==> config.mk <==
export PLATFORM = sky130hd
export DESIGN_NAME = adie_fxmul
export DESIGN_NICKNAME = d
export VERILOG_FILES = /design/src/rtl/adie_pkg.sv /design/src/rtl/adie_fxmul.sv
export SDC_FILE = /design/constraint.sdc
export NUM_CORES = 2
export LEC_CHECK = 0
export ABC_CLOCK_PERIOD_IN_PS = 10180
export BUFFER_PORTS_ARGS = -buffer_cell sky130_fd_sc_hd__buf_2
export CAP_MARGIN = 0
export CORE_MARGIN = 2
export CORE_UTILIZATION = 25
export CTS_CLUSTER_SIZE = 30
export DETAILED_ROUTE_END_ITERATION = 12
export GPL_ROUTABILITY_DRIVEN = 0
export GPL_TIMING_DRIVEN = 0
export REMOVE_ABC_BUFFERS = 1
export SETUP_SLACK_MARGIN = 0.3
export SLEW_MARGIN = 20
export SYNTH_ARGS = -nofsm -noshare
export SYNTH_HDL_FRONTEND = slang
export SYNTH_SLANG_ARGS = --single-unit
==> constraint.sdc <==
create_clock -name clk_i -period 10.18 [get_ports clk_i]
set_input_delay 2.036 -clock clk_i [delete_from_list [all_inputs] [get_ports clk_i]]
set_output_delay 2.036 -clock clk_i [all_outputs]
set_load 0.03 [all_outputs]
==> src/rtl/adie_pkg.sv <==
`timescale 1ns / 1ps
`default_nettype none
// ----------------------------------------------------------------------------
// adie_pkg
// Shared types, constants and saturation helpers of the adaptive inertia and
// damping estimator.
// ----------------------------------------------------------------------------
package adie_pkg;

  localparam int DW      = 32;          // word width
  localparam int FB      = 16;          // fraction bits
  localparam int MW      = DW + 1;      // multiplier operand width
  localparam int PW      = 2 * MW;      // full product width
  localparam int AW      = DW + 3;      // accumulator width (five terms)
  localparam int NUMW    = DW + FB;     // dividend width
  localparam int DENW    = DW - 1;      // divisor width
  localparam int CFG_IW  = 4;           // config index width
  localparam int NLAM    = 4;
  localparam int TSW     = 17;          // time step width

  localparam logic [CFG_IW-1:0] CFG_LAMBDA_EFFORT    = 4'd0;
  localparam logic [CFG_IW-1:0] CFG_LAMBDA_QUADRATIC = 4'd1;
  localparam logic [CFG_IW-1:0] CFG_LAMBDA_LINEAR    = 4'd2;
  localparam logic [CFG_IW-1:0] CFG_LAMBDA_OFFSET    = 4'd3;
  localparam logic [CFG_IW-1:0] CFG_OBSERVER_GAIN    = 4'd4;
  localparam logic [CFG_IW-1:0] CFG_TIME_STEP        = 4'd5;
  localparam logic [CFG_IW-1:0] CFG_MIN_ALPHA        = 4'd6;
  localparam logic [CFG_IW-1:0] CFG_INITIAL_ALPHA    = 4'd7;

  localparam logic [DENW-1:0]      RST_LAMBDA   = 31'd65536;
  localparam logic signed [DW-1:0] RST_OBS_GAIN = -32'sd65536;
  localparam logic [TSW-1:0]       RST_TSTEP    = 17'd655;
  localparam logic [DENW-1:0]      RST_MIN_ALPHA = 31'd66;
  localparam logic [DENW-1:0]      RST_INIT_ALPHA = 31'd65536;

  localparam logic signed [DW-1:0] FX_ONE = DW'(1) << FB;

  localparam logic signed [PW-1:0] WMAX_P = {{(PW-DW+1){1'b0}}, {(DW-1){1'b1}}};
  localparam logic signed [PW-1:0] WMIN_P = {{(PW-DW+1){1'b1}}, {(DW-1){1'b0}}};

  typedef enum logic [2:0] {
    ST_IDLE,
    ST_MUL_ISSUE,
    ST_MUL_WB,
    ST_DIV_START,
    ST_DIV_WAIT,
    ST_OUT
  } adie_state_e;

  typedef enum logic [4:0] {
    U_R1, U_AOG, U_AP0, U_AP1, U_AP2, U_AP3,
    U_G0, U_D0, U_U0,
    U_G1, U_D1, U_U1,
    U_G2, U_D2, U_U2,
    U_G3, U_D3, U_U3,
    U_VE
  } adie_uop_e;

  typedef struct packed {
    logic signed [DW-1:0] effort;
    logic signed [DW-1:0] measured_velocity;
  } adie_in_t;

  typedef struct packed {
    logic [DW-2:0]        inertia;
    logic signed [DW-1:0] quadratic_damping;
    logic signed [DW-1:0] linear_damping;
    logic signed [DW-1:0] buoyancy;
    logic signed [DW-1:0] velocity_error;
  } adie_out_t;

  typedef struct packed {
    logic [CFG_IW-1:0] index;
    logic [DW-1:0]     data;
  } adie_cfg_t;

  // Clamp a wide signed value into the word range.
  function automatic logic signed [DW-1:0] sat_word(input logic signed [PW-1:0] x);
    logic signed [DW-1:0] r;
    if (x > WMAX_P) begin
      r = WMAX_P[DW-1:0];
    end else if (x < WMIN_P) begin
      r = WMIN_P[DW-1:0];
    end else begin
      r = x[DW-1:0];
    end
    return r;
  endfunction

  function automatic logic signed [MW-1:0] ext_mw(input logic signed [DW-1:0] x);
    return {x[DW-1], x};
  endfunction

endpackage
`default_nettype wire

==> src/rtl/adie_fxmul.sv <==
`timescale 1ns / 1ps
`default_nettype none
// ----------------------------------------------------------------------------
// adie_fxmul
// Shared fixed point multiplier: registered product, round half up, saturate.
// ----------------------------------------------------------------------------
module adie_fxmul
  import adie_pkg::*;
(
  input  wire logic                 clk_i,
  input  wire logic signed [MW-1:0] a_i,
  input  wire logic signed [MW-1:0] b_i,
  output logic signed [DW-1:0]      res_o
);

  logic signed [PW-1:0] prod_q;
  logic signed [PW-1:0] rnd;
  logic signed [PW-1:0] shr;

  always_ff @(posedge clk_i) begin
    prod_q <= a_i * b_i;
  end

  always_comb begin
    rnd   = prod_q + (PW'(1) <<< (FB - 1));
    shr   = rnd >>> FB;
    res_o = sat_word(shr);
  end

endmodule
`default_nettype wire

==> results.toml <==
[outcome]
outcome = "finished clean"

[final_layout]
nets = 5769
largest_reg_flops = 51
drive_gt1_share_pct = 3.29
top_register = "prod_q"
fillCellCount = 17500
layout_commonest_cell = "inv_1"
top_regs = "prod_q (51)"
synthToLayoutAreaGrowth_pct = 6.65
final_cell_mix = "1169 x inv_1, 1141 x fa_1, 572 x nand2_1, 544 x and2_1, 213 x ha_1"

[die]
rows = 148
ios = 99
die_x_um = 409
core_mm2 = 0.163
die-area_mm2 = 0.167
chipHeight_um = 409
initial_core_util_pct = 25.2

[route]
drc_errors = 0
vias = 29000
wl_per_cell_um = 16.2
wirelength_um = 106000
drt-initial-drc-count = 1701
first_pass_iters = 6
vias_per_cell = 4.44
drtAntennaViolNets = 0

[worst_hold_path]
hold_class = "input port to flip-flop"
hold_depth = 6
holdCritStartpoint = "b_i[0]"
holdPathEnd = "prod_q[15]"

[sta]
slew_headroom_pct = 38.2
period_share_pct = 94.9
setup_ws_ns = 0.518
period_needed_ns = 9.66
fmax_mhz = 104
rsz0062_at_grt = "yes"
final_hold_viol_count = 0
drv_slew = 0
worst_pin_slew_ns = 0.926
setup_viol = 0

[cts]
htreeDepth = 2
cts_root_buf = "clkbuf_16"
cts_sinks = 51
cts_buffer_depth = 2
cts_tree = "done"
cts_buffers = 5
clk_pin_slew_ns = 0.07

[global_route]
grt_antenna_before_repair = 3
grt_pass1_wl_um = 179000
grt_pass1_vias = 33100
grt_max_degree = 34
gr-total-overflow = 0
grt_usage_pct = 13.3

[place]
place_hpwl_um = 85200
io_buffer_count = 98
place_ws_ns = -0.643

[synth]
synth_edf_count = 0
netlist_area_mm2 = 0.0409
yosys_register_bits = 51
synthCells = 4452
ys_types = 75
synth_top_family_by_area = "adder cells"
synth_async_sr_flop_share_pct = 0
synthFlopType = "dfxtp_1"
synth_xor_area_share_pct = 2.14
synth-simple-area-share_pct = 16.4
ys_warn_count = 0
synth_area_per_cell_um2 = 9.19
yosysSeqAreaShare_pct = 2.50
synth-adder-area-share_pct = 62.5
synth-compound-area-share_pct = 3.52
synth_mux_area_share_pct = 0.131

[critical_path]
crit_path_frequent_cell = "fa_1"
start_kind = "input port"
cp_slowest_cell = "or4_1"
crit_arrival_ns = 9.87
critical_path_class = "input port to flip-flop"
end_kind = "flip-flop"
cpPeakStageDelay_ns = 0.68
worstPathRequired_ns = 10.39
crit_fanout = 34

[job]
drv_cap = 0
per-stage QoR:
step / instance area [µm²] / hold WS (ns) / setup TNS [ns] / util, % / std cells
6_report: 43600 / 2.84 / 0 / 26.8 / 6524
5_1_grt: 43600 / 2.94 / 0 / 26.8 / 6521
4_1_cts: 43500 / 2.83 / 0 / 26.8 / 6517
3_5_place_dp: 43300 / 2.76 / -5.09 / 26.6 / 6508
3_3_place_gp: 43300 / 2.76 / -3.29 / 26.6 / 6506
2_1_floorplan: 40100 / 2.57 / 0 / - / 4233
per-layer routing:
| metal | GRT usage [%] | part of all wire, % |
|---|---|---|
| met4 | 3.03 | 2.7 |
| met2 | 24.2 | 51 |
| met1 | 17.0 | 41 |
| met5 | 0 | 0 |
| met3 | 1.09 | 5.1 |
area by class of cell:
cell class | instances | area, µm² | share of cell area [%]
multi-input cells | 3010 | 34700 | 79.5
inverters | 1172 | 4410 | 10.1
well taps | 2175 | 2720 | 6.24
flip-flops and latches | 51 | 1020 | 2.34
repair buffers | 105 | 654 | 1.50
clock buffers | 6 | 129 | 0.295
clock inverters | 2 | 12.5 | 0.0287
diodes | 3 | 7.51 | 0.0172
worst max-delay path by stage:
stage | to | startpoint
2_1_floorplan | prod_q[63] | a_i[32]
3_3_place_gp | prod_q[63] | b_i[0]
3_5_place_dp | prod_q[63] | b_i[6]
4_1_cts | prod_q[63] | a_i[15]
5_1_grt | prod_q[63] | a_i[19]
6_report | prod_q[63] | a_i[19]
cell families (layout without fill, tap and decap cells):
group,count (synthesis),after routing
other,0,3
AND/OR/NAND/NOR,1318,1318
AO/OA/AOI/OAI,230,230
XOR/XNOR,100,100
buffers and inverters,1391,1285
flip-flops,51,51
multiplexers,5,5
adder cells (fa/ha/maj),1357,1357
critical path: cells and delay by family:
kind / cells / cell delay, ns
fa+ha+maj: 9 / 4.57
simple gates: 5 / 1.35
compound gates: 5 / 1.16
buf+inv: 7 / 0.72
cells in the mapped netlist (all sizes together), types with 16 or more instances:
library cell  number  area share [%]
a21o              25            0.46
a21oi             59            0.72
a31oi             16            0.24
and2             545             8.3
and3              19            0.30
clkbuf           210             1.9
dfxtp             51             2.5
fa              1144              56
ha               213             6.5
inv             1171              11
nand2            572             5.2
nand3             22            0.27
nand4             25            0.45
nor2              73            0.67
o21ai             73            0.90
xnor2             59             1.3
xor2              41            0.88
what timing repair did:
| action | 4_1_cts | 5_1_grt |
|---|---|---|
| hold buffers | 0 | 0 |
| cloned | 0 | 0 |
| resized for setup | 14 | 42 |
| buffers inserted | 1 | 4 |
| pin swaps | 0 | 1 |
| setup endpoints to repair | 20 | 22 |
Power is not shown: default switching activity piles up to over one toggle a cycle in this logic, so the estimate is an artifact.
