--- src/rtl/adie_pkg.sv ---
`timescale 1ns / 1ps
`default_nettype none
// ----------------------------------------------------------------------------
// adie_pkg
// Shared types, constants and saturation helpers of the adaptive inertia and
// damping estimator.
// ----------------------------------------------------------------------------
package adie_pkg;

  localparam int DW      = 32;          // word width
  localparam int FB      = 16;          // fraction bits
  localparam int MW      = DW + 1;      // multiplier operand width
  localparam int PW      = 2 * MW;      // full product width
  localparam int AW      = DW + 3;      // accumulator width (five terms)
  localparam int NUMW    = DW + FB;     // dividend width
  localparam int DENW    = DW - 1;      // divisor width
  localparam int CFG_IW  = 4;           // config index width
  localparam int NLAM    = 4;
  localparam int TSW     = 17;          // time step width

  localparam logic [CFG_IW-1:0] CFG_LAMBDA_EFFORT    = 4'd0;
  localparam logic [CFG_IW-1:0] CFG_LAMBDA_QUADRATIC = 4'd1;
  localparam logic [CFG_IW-1:0] CFG_LAMBDA_LINEAR    = 4'd2;
  localparam logic [CFG_IW-1:0] CFG_LAMBDA_OFFSET    = 4'd3;
  localparam logic [CFG_IW-1:0] CFG_OBSERVER_GAIN    = 4'd4;
  localparam logic [CFG_IW-1:0] CFG_TIME_STEP        = 4'd5;
  localparam logic [CFG_IW-1:0] CFG_MIN_ALPHA        = 4'd6;
  localparam logic [CFG_IW-1:0] CFG_INITIAL_ALPHA    = 4'd7;

  localparam logic [DENW-1:0]      RST_LAMBDA   = 31'd65536;
  localparam logic signed [DW-1:0] RST_OBS_GAIN = -32'sd65536;
  localparam logic [TSW-1:0]       RST_TSTEP    = 17'd655;
  localparam logic [DENW-1:0]      RST_MIN_ALPHA = 31'd66;
  localparam logic [DENW-1:0]      RST_INIT_ALPHA = 31'd65536;

  localparam logic signed [DW-1:0] FX_ONE = DW'(1) << FB;

  localparam logic signed [PW-1:0] WMAX_P = {{(PW-DW+1){1'b0}}, {(DW-1){1'b1}}};
  localparam logic signed [PW-1:0] WMIN_P = {{(PW-DW+1){1'b1}}, {(DW-1){1'b0}}};

  typedef enum logic [2:0] {
    ST_IDLE,
    ST_MUL_ISSUE,
    ST_MUL_WB,
    ST_DIV_START,
    ST_DIV_WAIT,
    ST_OUT
  } adie_state_e;

  typedef enum logic [4:0] {
    U_R1, U_AOG, U_AP0, U_AP1, U_AP2, U_AP3,
    U_G0, U_D0, U_U0,
    U_G1, U_D1, U_U1,
    U_G2, U_D2, U_U2,
    U_G3, U_D3, U_U3,
    U_VE
  } adie_uop_e;

  typedef struct packed {
    logic signed [DW-1:0] effort;
    logic signed [DW-1:0] measured_velocity;
  } adie_in_t;

  typedef struct packed {
    logic [DW-2:0]        inertia;
    logic signed [DW-1:0] quadratic_damping;
    logic signed [DW-1:0] linear_damping;
    logic signed [DW-1:0] buoyancy;
    logic signed [DW-1:0] velocity_error;
  } adie_out_t;

  typedef struct packed {
    logic [CFG_IW-1:0] index;
    logic [DW-1:0]     data;
  } adie_cfg_t;

  // Clamp a wide signed value into the word range.
  function automatic logic signed [DW-1:0] sat_word(input logic signed [PW-1:0] x);
    logic signed [DW-1:0] r;
    if (x > WMAX_P) begin
      r = WMAX_P[DW-1:0];
    end else if (x < WMIN_P) begin
      r = WMIN_P[DW-1:0];
    end else begin
      r = x[DW-1:0];
    end
    return r;
  endfunction

  function automatic logic signed [MW-1:0] ext_mw(input logic signed [DW-1:0] x);
    return {x[DW-1], x};
  endfunction

endpackage
`default_nettype wire

--- src/rtl/adie_div.sv ---
`timescale 1ns / 1ps
`default_nettype none
// ----------------------------------------------------------------------------
// adie_div
// Restoring unsigned divider, one quotient bit per cycle.
// ----------------------------------------------------------------------------
module adie_div
  import adie_pkg::*;
(
  input  wire logic            clk_i,
  input  wire logic            rst_ni,
  input  wire logic            start_i,
  input  wire logic [NUMW-1:0] num_i,
  input  wire logic [DENW-1:0] den_i,
  output logic                 done_o,
  output logic [NUMW-1:0]      quo_o
);

  localparam int CW = $clog2(NUMW + 1);

  logic            busy_q;
  logic            done_q;
  logic [CW-1:0]   cnt_q;
  logic [NUMW-1:0] quo_q;
  logic [DENW-1:0] rem_q;
  logic [DENW-1:0] den_q;
  logic [DENW:0]   rem_sh;
  logic            ge;
  logic [DENW:0]   diff;

  always_comb begin
    rem_sh = {rem_q, quo_q[NUMW-1]};
    ge     = rem_sh >= {1'b0, den_q};
    diff   = rem_sh - {1'b0, den_q};
  end

  always_ff @(posedge clk_i or negedge rst_ni) begin
    if (!rst_ni) begin
      busy_q <= 1'b0;
      done_q <= 1'b0;
      cnt_q  <= '0;
    end else begin
      done_q <= 1'b0;
      if (start_i) begin
        busy_q <= 1'b1;
        cnt_q  <= CW'(NUMW);
      end else if (busy_q) begin
        cnt_q <= cnt_q - CW'(1);
        if (cnt_q == CW'(1)) begin
          busy_q <= 1'b0;
          done_q <= 1'b1;
        end
      end
    end
  end

  always_ff @(posedge clk_i) begin
    if (start_i) begin
      quo_q <= num_i;
      rem_q <= '0;
      den_q <= den_i;
    end else if (busy_q) begin
      quo_q <= {quo_q[NUMW-2:0], ge};
      rem_q <= ge ? diff[DENW-1:0] : rem_sh[DENW-1:0];
    end
  end

  assign done_o = done_q;
  assign quo_o  = quo_q;

endmodule
`default_nettype wire

--- config.mk ---
export PLATFORM = sky130hd
export DESIGN_NAME = adie_div
export DESIGN_NICKNAME = d
export VERILOG_FILES = /design/src/rtl/adie_pkg.sv /design/src/rtl/adie_div.sv
export SDC_FILE = /design/constraint.sdc
export NUM_CORES = 1
export LEC_CHECK = 0
export BUFFER_PORTS_ARGS = -buffer_cell sky130_fd_sc_hd__clkbuf_2
export CORE_ASPECT_RATIO = 0.8
export CORE_UTILIZATION = 50
export DETAILED_ROUTE_END_ITERATION = 10
export PLACE_DENSITY = 0.72
export SLEW_MARGIN = 20
export SYNTH_ARGS = -nofsm -noshare
export SYNTH_HDL_FRONTEND = slang
export SYNTH_SLANG_ARGS = --single-unit
--- constraint.sdc ---
create_clock -name clk_i -period 2.8 [get_ports clk_i]
set_clock_uncertainty 0.15 [all_clocks]
set_input_delay 0.28 -clock clk_i [delete_from_list [all_inputs] [get_ports clk_i]]
set_output_delay 0.28 -clock clk_i [all_outputs]
set_load 0.01 [all_outputs]
==> results.json, run 1 <==
{
  "holdPathStages": 2,
  "syn_area_um2": 6545,
  "drtPass1Iterations": 5,
  "numCtsBuffers": 17,
  "critPathLaunchType": "register",
  "slew_headroom": 0.5649,
  "drc": 0,
  "port_buffers": 130,
  "setup_viol": 17,
  "fill_cells": 878,
  "ys_ff_latch": 118,
  "overflow": 0,
  "yosysUniqueCellTypes": 66,
  "r2r_cells": 11,
  "synth_nets": 726,
  "max_freq_mhz": 339.0,
  "synth_area_leaders": "edfxtp_1, dfxtp_1, mux2_2",
  "viasPerCell": 5.450,
  "grt_use_total": 0.2715,
  "r2r_start": "den_q[10]$_DFFE_PP_",
  "yosysTopAreaCell": "edfxtp_1",
  "layout_worst_path_cycle_share": 1.054,
  "antenna_left": 0,
  "ys_seq_area_frac": 0.4879,
  "reg2reg_setup_slack_ns": -0.15,
  "postLayoutCellArea_um2": 9318,
  "coreArea_um2": 12480,
  "min_from": "num_i[18]",
  "wl_per_cell_um": 16.97,
  "cp_data_required_time_ns": 2.97,
  "yosysMostFrequentCell": "edfxtp_1",
  "ys_warn_count": 0,
  "clock-sinks": 118,
  "synthFlopType": "edfxtp_1",
  "layout.nets": 979,
  "vias": 5706,
  "critPathArrivalTime_ns": 3.12,
  "postPlaceCellArea_um2": 7860,
  "layout_setup_ws_ns": -0.1502,
  "synthCells": 610,
  "die_area_um2": 13550,
  "worst-setup-path-type": "reg2reg",
  "cts.clk_slew.worst_paths_ns": 0.07,
  "power_density_nw_per_um2": 542.8,
  "globalplace.congestion": 0.8950,
  "violations": "negative setup slack",
  "hold_violations": 0,
  "fin_crit_ns": 2.950,
  "insertion_delay_ns": 0.43,
  "drtIter0Drc": 379,
  "drive_above_1_share": 0.4132,
  "max_cap_violations": 0,
  "die_y_um": 104.3,
  "synthTopCellsByCount": "edfxtp_1, nand2_1, inv_1, mux2_2, nor2_1",
  "pre_cts_ws_ns": -0.2450,
  "synthToLayoutAreaGrowth_pct": 42.36,
  "crit-reg2reg-capture": "rem_q[27]$_SDFFE_PP0P_",
  "postLayoutCoreUtil": 0.7468,
  "tightest_slew_ns": 0.6436,
  "cts_tree": "done",
  "grt_pass1_wl_um": 28420,
  "yosysTopAreaCellShare": 0.3625,
  "htree_levels": 4,
  "n_antenna_cell": 0,
  "critical_path.max_fanout": 6,
  "rsz0062_at_grt": "yes",
  "synthArstFlopShare": 0.06780,
  "worst_ir_drop_vdd_uv": 734.4,
  "hpwl_um": 11790,
  "min_to": "quo_o[18]$_DFFE_PP_",
  "ios": 131,
  "wl_um": 17760,
  "slew_viol_final": 0,
  "status": "finished with violations",
  "endpoint_kind": "register",
  "min_path_type": "in2reg",
  "antenna_found_initial": 0,
  "die_w_um": 129.9,
  "p_leak_uw": 0.004063,
  "cts_root_buffer": "clkbuf_16",
  "synth_edf_count": 79,
  "grt_pass1_vias": 5754,
  "syn_avg_cell_area_um2": 10.73,
  "clockBufferDepth": 2,
  "start_util": 0.5246,
  "grt_max_degree": 26,
  "multi_input_area_um2": 3339,
  "rows": 36,
  "seqCellArea_um2": 3194
}
==> metrics by stage <==
step,setup TNS (ns),hold WS [ns],instances,total power (uW)
2_1_floorplan,-0.1558,-0.1656,610,2510
3_3_place_gp,-2.128,-0.01815,955,2780
3_5_place_dp,-3.622,-0.01559,955,2804
4_1_cts,-0.5394,0.0001303,1045,5054
5_1_grt,-5.094,-0.001189,1047,5254
6_report,-0.7635,0.01112,1047,5057
==> state kept, by name, indices dropped and copies added, names as in the netlist <==
register  cells
quo_o        48
den_q        31
rem_q        31
cnt_q         6
busy_q        1
done_o        1
==> power by group <==
part / switching [uW] / leakage (uW) / internal [uW] / total, uW
sequential: 74.4 / 0.00116 / 2010 / 2090
combinational: 397 / 0.00262 / 396 / 793
clock: 916 / 0.000283 / 1260 / 2180
==> critical path, stage by stage (launching register included) <==
cell and delay, ns:
edfxtp_1 0.33, inv_2 0.04, ha_4 0.30, nand4_1 0.11, o211ai_1 0.34, or3_1 0.18
o21ai_2 0.08, o21ai_2 0.16, a31oi_2 0.13, o41ai_2 0.38, mux2_2 0.38, a311oi_2 0.28
==> timing repair <==
item / CTS / global route
buffers inserted: 11 / 2
cloned: 0 / 0
setup endpoints to repair: 30 / 32
pin swaps: 23 / 8
hold buffers: 47 / 1
hold endpoints to repair: 54 / 1
resized for setup: 29 / 40
==> layout by cell type, fill, tap and decap left out, drive strengths merged, types with 5 or more instances in the layout <==
master / netlist / routed
ha: 33 / 33
xor2: 13 / 13
nor2b: 5 / 5
mux2i: 7 / 7
dlygate4sd3: 0 / 48
a21o: 10 / 10
nor3: 9 / 9
nand2: 52 / 52
a211oi: 14 / 14
a311oi: 10 / 10
a21oi: 42 / 42
o211ai: 6 / 6
nand2b: 9 / 9
inv: 48 / 57
xnor2: 12 / 12
nand4: 8 / 8
o21bai: 8 / 8
o21ai: 28 / 28
dfxtp: 31 / 31
nor2: 42 / 42
buf: 12 / 86
clkbuf: 17 / 146
mux2: 48 / 48
edfxtp: 79 / 79
and3: 5 / 5
nand3: 8 / 8
dfrtp: 8 / 8
==> area by class of cell <==
type	instances	share of cell area
inverter	48	0.01934
clock inverter	15	0.01719
timing repair buffer	263	0.1936
clock buffer	17	0.04566
tap	171	0.02296
multi-input combinational	415	0.3584
sequential	118	0.3428
==> worst max path at each step <==
stage,from,endpoint,slack [ns]
2_1_floorplan,quo_o[47]$_DFFE_PP_,rem_q[27]$_SDFFE_PP0P_,-0.08
3_3_place_gp,den_q[9]$_DFFE_PP_,rem_q[9]$_SDFFE_PP0P_,-0.16
3_5_place_dp,den_q[9]$_DFFE_PP_,rem_q[19]$_SDFFE_PP0P_,-0.24
4_1_cts,quo_o[47]$_DFFE_PP_,rem_q[27]$_SDFFE_PP0P_,-0.10
5_1_grt,quo_o[47]$_DFFE_PP_,rem_q[3]$_SDFFE_PP0P_,-0.24
6_report,den_q[10]$_DFFE_PP_,rem_q[27]$_SDFFE_PP0P_,-0.15
==> kinds of logic (layout without fill, tap and decap cells) <==
kind of cell,Yosys count,count (layout),share of synthesized area
xor+xnor,25,25,0.03345
mux,55,55,0.09329
buf+inv,77,343,0.05027
simple gates,153,153,0.1094
fa+ha+maj,34,34,0.06614
compound gates,148,148,0.1596
flops,118,118,0.4879
==> routing by layer <==
layer  GRT usage  routed length [um]  share of wire
met3     0.06430                 888          0.050
met5           0                   0              0
met2      0.4396                8801           0.50
met1      0.3563                7899           0.44
met4     0.08638                 174         0.0098
Power figures use the tool's default switching activity.
==> inputs of run 2 (changes only) <==
Settings changed: MAX_ROUTING_LAYER set to met4.
==> run 2 against run 1 <==
Net effect: critical endpoint is now rem_q[10]$_SDFFE_PP0P_; the flow still finishes with violations (negative setup slack); flip-flop and latch count unchanged; setup slack got worse by 0.087 ns; hold slack got worse by 0.011 ns; first-iteration DRC count increased by 3.7%; sequential power about the same; cell count decreased by 0.76%; total power increased by 3.9%; wire length increased by 0.97%; register-to-register slack got worse by 0.09 ns; critical path depth increased by 1; critical path type unchanged; clock power increased by 7%; combinational power increased by 3.4%.
==> results.json, run 2 (synthesis results as in run 1) <==
{
  "status": "finished with violations",
  "violations": "negative setup slack",
  "viasPerCell": 5.513,
  "crit_chain": "ha_4 -> fa_2 -> nand2b_4 -> a211oi_4 -> o21ai_2 -> a211oi_2 -> o31ai_2 -> a21oi_4 -> buf_6 -> buf_12 -> mux2i_2 -> a211oi_2",
  "cts.clk_slew.worst_paths_ns": 0.06,
  "p_leak_uw": 0.004129,
  "power_density_nw_per_um2": 554.9,
  "insertion_delay_ns": 0.42,
  "endpoint_kind": "register",
  "critPathArrivalTime_ns": 3.18,
  "max_stage_delay_ns": 0.44,
  "coreArea_um2": 12480,
  "crit-reg2reg-capture": "rem_q[10]$_SDFFE_PP0P_",
  "min_path_type": "in2reg",
  "clock-sinks": 118,
  "hpwl_um": 11510,
  "postLayoutCellArea_um2": 9465,
  "layout_setup_ws_ns": -0.2370,
  "wl_um": 17940,
  "vias": 5728,
  "layout_commonest_cell": "clkbuf_2",
  "drc": 0,
  "antenna_left": 0,
  "fin_cells": 1039,
  "crit_start": "den_q[0]$_DFFE_PP_",
  "grt_use_met1": 0.3259,
  "grt_use_total": 0.2620,
  "antenna_found_initial": 0,
  "wl_per_cell_um": 17.26,
  "die_w_um": 129.9,
  "grt_max_degree": 31,
  "rsz0062_at_grt": "yes",
  "cts_root_buffer": "clkbuf_16",
  "slew_headroom": 0.5511,
  "layout_worst_path_cycle_share": 1.085,
  "reg2reg_setup_slack_ns": -0.24,
  "die_y_um": 104.3,
  "dp.cells": 955,
  "setup_viol": 30,
  "max_cap_violations": 0,
  "start_util": 0.5246,
  "cts_tree": "done",
  "rows": 36,
  "busiest_layer": "met2",
  "clockBufferDepth": 2,
  "finalPower_uw": 5252,
  "globalplace.congestion": 0.9145,
  "cp_slowest_cell": "edfxtp_1",
  "critPathLaunchType": "register",
  "grt_pass1_wl_um": 26810,
  "fin_crit_ns": 3.037,
  "slew_viol_final": 0,
  "layout.nets": 971,
  "grt_pass1_vias": 5594,
  "numCtsBuffers": 17,
  "hold_violations": 0,
  "drtPass1Iterations": 5,
  "grt_util_met3": 0.05710,
  "die_area_um2": 13550,
  "overflow": 0,
  "fill_cells": 816,
  "drtIter0Drc": 393,
  "max_freq_mhz": 329.3,
  "cp_data_required_time_ns": 2.94,
  "postLayoutCoreUtil": 0.7586,
  "n_antenna_cell": 0,
  "critical_path.max_fanout": 5,
  "synthToLayoutAreaGrowth_pct": 44.62,
  "ios": 131,
  "worst-setup-path-type": "reg2reg",
  "r2r_start": "den_q[0]$_DFFE_PP_",
  "critical_path.endpoint": "rem_q[10]$_SDFFE_PP0P_",
  "htree_levels": 4,
  "r2r_cells": 12,
  "postPlaceCellArea_um2": 7860,
  "port_buffers": 130,
  "layout_common_cells": "clkbuf_2, edfxtp_1, buf_4",
  "holdWs_ns": 0.00006412,
  "multi_input_area_um2": 3473,
  "tightest_slew_ns": 0.6719,
  "largest_register_ffs": 48,
  "cpMostUsedCell": "a211oi_2",
  "use_met2": 0.4206,
  "worst_ir_drop_vdd_uv": 453.7,
  "seqCellArea_um2": 3196,
  "drive_above_1_share": 0.4412
}
-- run 2: what timing repair did --
item | in CTS | in global routing
pin swaps | 14 | 29
buffers inserted | 3 | 11
resized for setup | 21 | 83
cloned | 1 | 3
hold buffers | 36 | 0
setup endpoints to repair | 32 | 32
endpoints found under the hold margin | 43 | 0
-- run 2: where the power goes --
group          switching [uW]  internal [uW]
sequential               77.0           2010
combinational             414            405
clock                     901           1440
-- run 2: worst max-delay path, delay by kind of cell, from the launching register on --
| family | cells | cell delay (ns) |
|---|---|---|
| compound gates | 6 | 1.05 |
| fa+ha+maj | 2 | 0.55 |
| buf+inv | 2 | 0.31 |
| flops | 1 | 0.44 |
| mux | 1 | 0.25 |
| simple gates | 1 | 0.17 |
-- run 2: layout make-up --
type                            count  share of cell area
Clock inverter                     15             0.02128
Sequential cell                   118              0.3376
Tap cell                          171             0.02260
Clock buffer                       17             0.04494
Inverter                           48             0.01904
Timing Repair Buffer              255              0.1876
Multi-Input combinational cell    415              0.3670
-- run 2: worst min-delay path by stage --
stage                    from                   to  slack, ns  depth (start not counted)
floorplan              rst_ni     busy_q$_DFF_PN0_      -0.17                          0
global placement       rst_ni     done_o$_DFF_PN0_      -0.01                          1
detailed placement     rst_ni     done_o$_DFF_PN0_     -0.008                          1
CTS                 num_i[20]  quo_o[20]$_DFFE_PP_      0.001                          2
global route         num_i[9]   quo_o[9]$_DFFE_PP_      0.001                          2
finish               num_i[0]   quo_o[0]$_DFFE_PP_    0.00006                          3
-- run 2: layer usage --
| layer | up-vias | wire length [um] |
|---|---|---|
| met4 | 0 | 320 |
| met2 | 208 | 8972 |
| met1 | 2752 | 7810 |
| li1 | 2731 | - |
| met5 | - | 0 |
| met3 | 37 | 833 |
-- run 2: per-stage QoR --
step,worst slack (ns),TNS [ns]
after global routing,-0.2883,-6.262
after global placement,-0.1392,-1.521
after CTS,-0.1245,-1.957
after detailed placement,-0.2069,-3.232
after floorplan,-0.08154,-0.1558
final,-0.2370,-3.869
==> inputs of run 3 (changes only) <==
Settings changed: CORE_UTILIZATION 50 to 55, CTS_CLUSTER_DIAMETER set to 120, PLACE_DENSITY 0.72 to 0.76, SKIP_CTS_REPAIR_TIMING set to 1.
Clock period 2.8 ns to 3.3 ns, I/O delays scaled along.
==> run 3 against run 2 <==
Net effect: the flow now finishes without violations; global-route usage decreased by 0.78 points; largest cell class is now registers; critical path type unchanged; design area decreased by 12%; non-clock buffer count decreased by 78; sequential power decreased by 15%.
==> results.json, run 3 (synthesis results as in run 1) <==
{
  "power_density_nw_per_um2": 500.3,
  "seqCellArea_um2": 3193,
  "min_path_type": "in2reg",
  "drc": 0,
  "postPlaceCellArea_um2": 7345,
  "endpoint_kind": "register",
  "critPathLaunchType": "register",
  "antenna_found_initial": 0,
  "worst-setup-path-type": "reg2reg",
  "overflow": 0,
  "status": "finished, final reports clean",
  "globalplace.congestion": 0.9451,
  "htree_levels": 4,
  "setup_viol": 0,
  "drtPass1Iterations": 6,
  "holdWs_ns": 0.06161,
  "vias": 5286,
  "p_leak_uw": 0.003611,
  "die_y_um": 99.57,
  "viasPerCell": 5.635,
  "fill_cells": 846,
  "critPathArrivalTime_ns": 3.30,
  "synthToLayoutAreaGrowth_pct": 26.78,
  "grt_max_degree": 47,
  "max_freq_mhz": 319.5,
  "layout_common_cells": "clkbuf_2, edfxtp_1, nand2_1",
  "grt_use_total": 0.2542,
  "fin_crit_ns": 3.130,
  "numCtsBuffers": 17,
  "hpwl_um": 10770,
  "drtIter0Drc": 388,
  "cts_tree": "done",
  "largest_register_ffs": 48,
  "grt_pass1_vias": 4770,
  "n_antenna_cell": 0,
  "critical_path.max_fanout": 8,
  "rows": 35,
  "cp_data_required_time_ns": 3.47,
  "cts.clk_slew.worst_paths_ns": 0.06,
  "slew_headroom": 0.4803,
  "ios": 131,
  "wl_um": 15430,
  "worst_ir_drop_vdd_uv": 552.7,
  "start_util": 0.5661,
  "rsz0062_at_grt": "no",
  "insertion_delay_ns": 0.42,
  "multi_input_area_um2": 3058,
  "clock-sinks": 118,
  "postLayoutCellArea_um2": 8298,
  "die_w_um": 124.0,
  "hold_violations": 0,
  "tightest_slew_ns": 0.7780,
  "cts_root_buffer": "clkbuf_16",
  "coreArea_um2": 11560,
  "reg2reg_setup_slack_ns": 0.17,
  "grt_pass1_wl_um": 23360,
  "antenna_left": 0,
  "layout_commonest_cell": "clkbuf_2",
  "port_buffers": 130,
  "drive_above_1_share": 0.3139,
  "slew_viol_final": 0,
  "die_area_um2": 12340,
  "layout.nets": 893,
  "layout_worst_path_cycle_share": 0.9485,
  "clockBufferDepth": 2,
  "max_cap_violations": 0,
  "wl_per_cell_um": 16.45
}
==> run 3: changes by cell type in the layout (fill, tap and decap cells not counted), sizes merged <==
cell | before | now
buf | 88 | 16
dlygate4sd3 | 36 | 32
clkbuf | 148 | 146
inv | 59 | 58
clkinv | 0 | 3
bufinv | 3 | 1
==> run 3: metrics by stage <==
stage | util | setup WS [ns] | power, uW | TNS, ns | std cells
after global routing | 0.7177 | 0.007952 | 4314 | 0 | 938
after detailed placement | 0.6353 | 0.001215 | 2315 | 0 | 872
after global placement | 0.6353 | 0.1108 | 2298 | 0 | 872
final | 0.7177 | 0.1699 | 4151 | 0 | 938
after CTS | 0.6857 | -0.07376 | 4139 | -0.1129 | 904
after floorplan | - | 0.2378 | 2122 | 0 | 610
==> run 3: final cells by class <==
class	instances	share of cell area
multi-input cells	415	0.3685
clock inverters	15	0.01900
clock buffers	17	0.05127
well taps	148	0.02232
inverters	48	0.02171
repair buffers	177	0.1324
flip-flops and latches	118	0.3848
==> run 3: path summary, 6_finish.rpt <==
check,depth (start not counted),to,startpoint
max,12,rem_q[27]$_SDFFE_PP0P_,quo_o[47]$_DFFE_PP_
min,2,quo_o[29]$_DFFE_PP_,num_i[29]
max reg2reg,12,rem_q[27]$_SDFFE_PP0P_,quo_o[47]$_DFFE_PP_
min reg2reg,2,rem_q[4]$_SDFFE_PP0P_,rem_q[4]$_SDFFE_PP0P_
max in group asynchronous,2,cnt_q[1]$_DFFE_PN0P_,rst_ni
min in group asynchronous,2,busy_q$_DFF_PN0_,rst_ni
==> run 3: critical path, cell delays in order (launching register included) <==
cell	delay (ns)
edfxtp_1	0.34
inv_1	0.05
ha_1	0.21
fa_1	0.42
nand2b_4	0.18
a211oi_4	0.30
o21ai_2	0.14
a211oi_2	0.23
o31ai_2	0.14
a21oi_4	0.29
nand2_1	0.11
mux2_2	0.28
a311oi_2	0.22
==> run 3: routing by layer <==
layer  global-route usage  vias up  routed length [um]
li1                     -     2571                   -
met1               0.3548     2500                7318
met2               0.3697      194                7024
met3              0.06422       21                 903
met4              0.06136        0                 180
met5                    -        -                   0
==> run 3: power by group <==
group	total, uW	internal [uW]	leakage [uW]	switching, uW
Clock	1820	1070	0.000286	748
Sequential	1770	1710	0.00116	62.9
Combinational	565	271	0.00217	294
Total	4150	3050	0.00361	1100
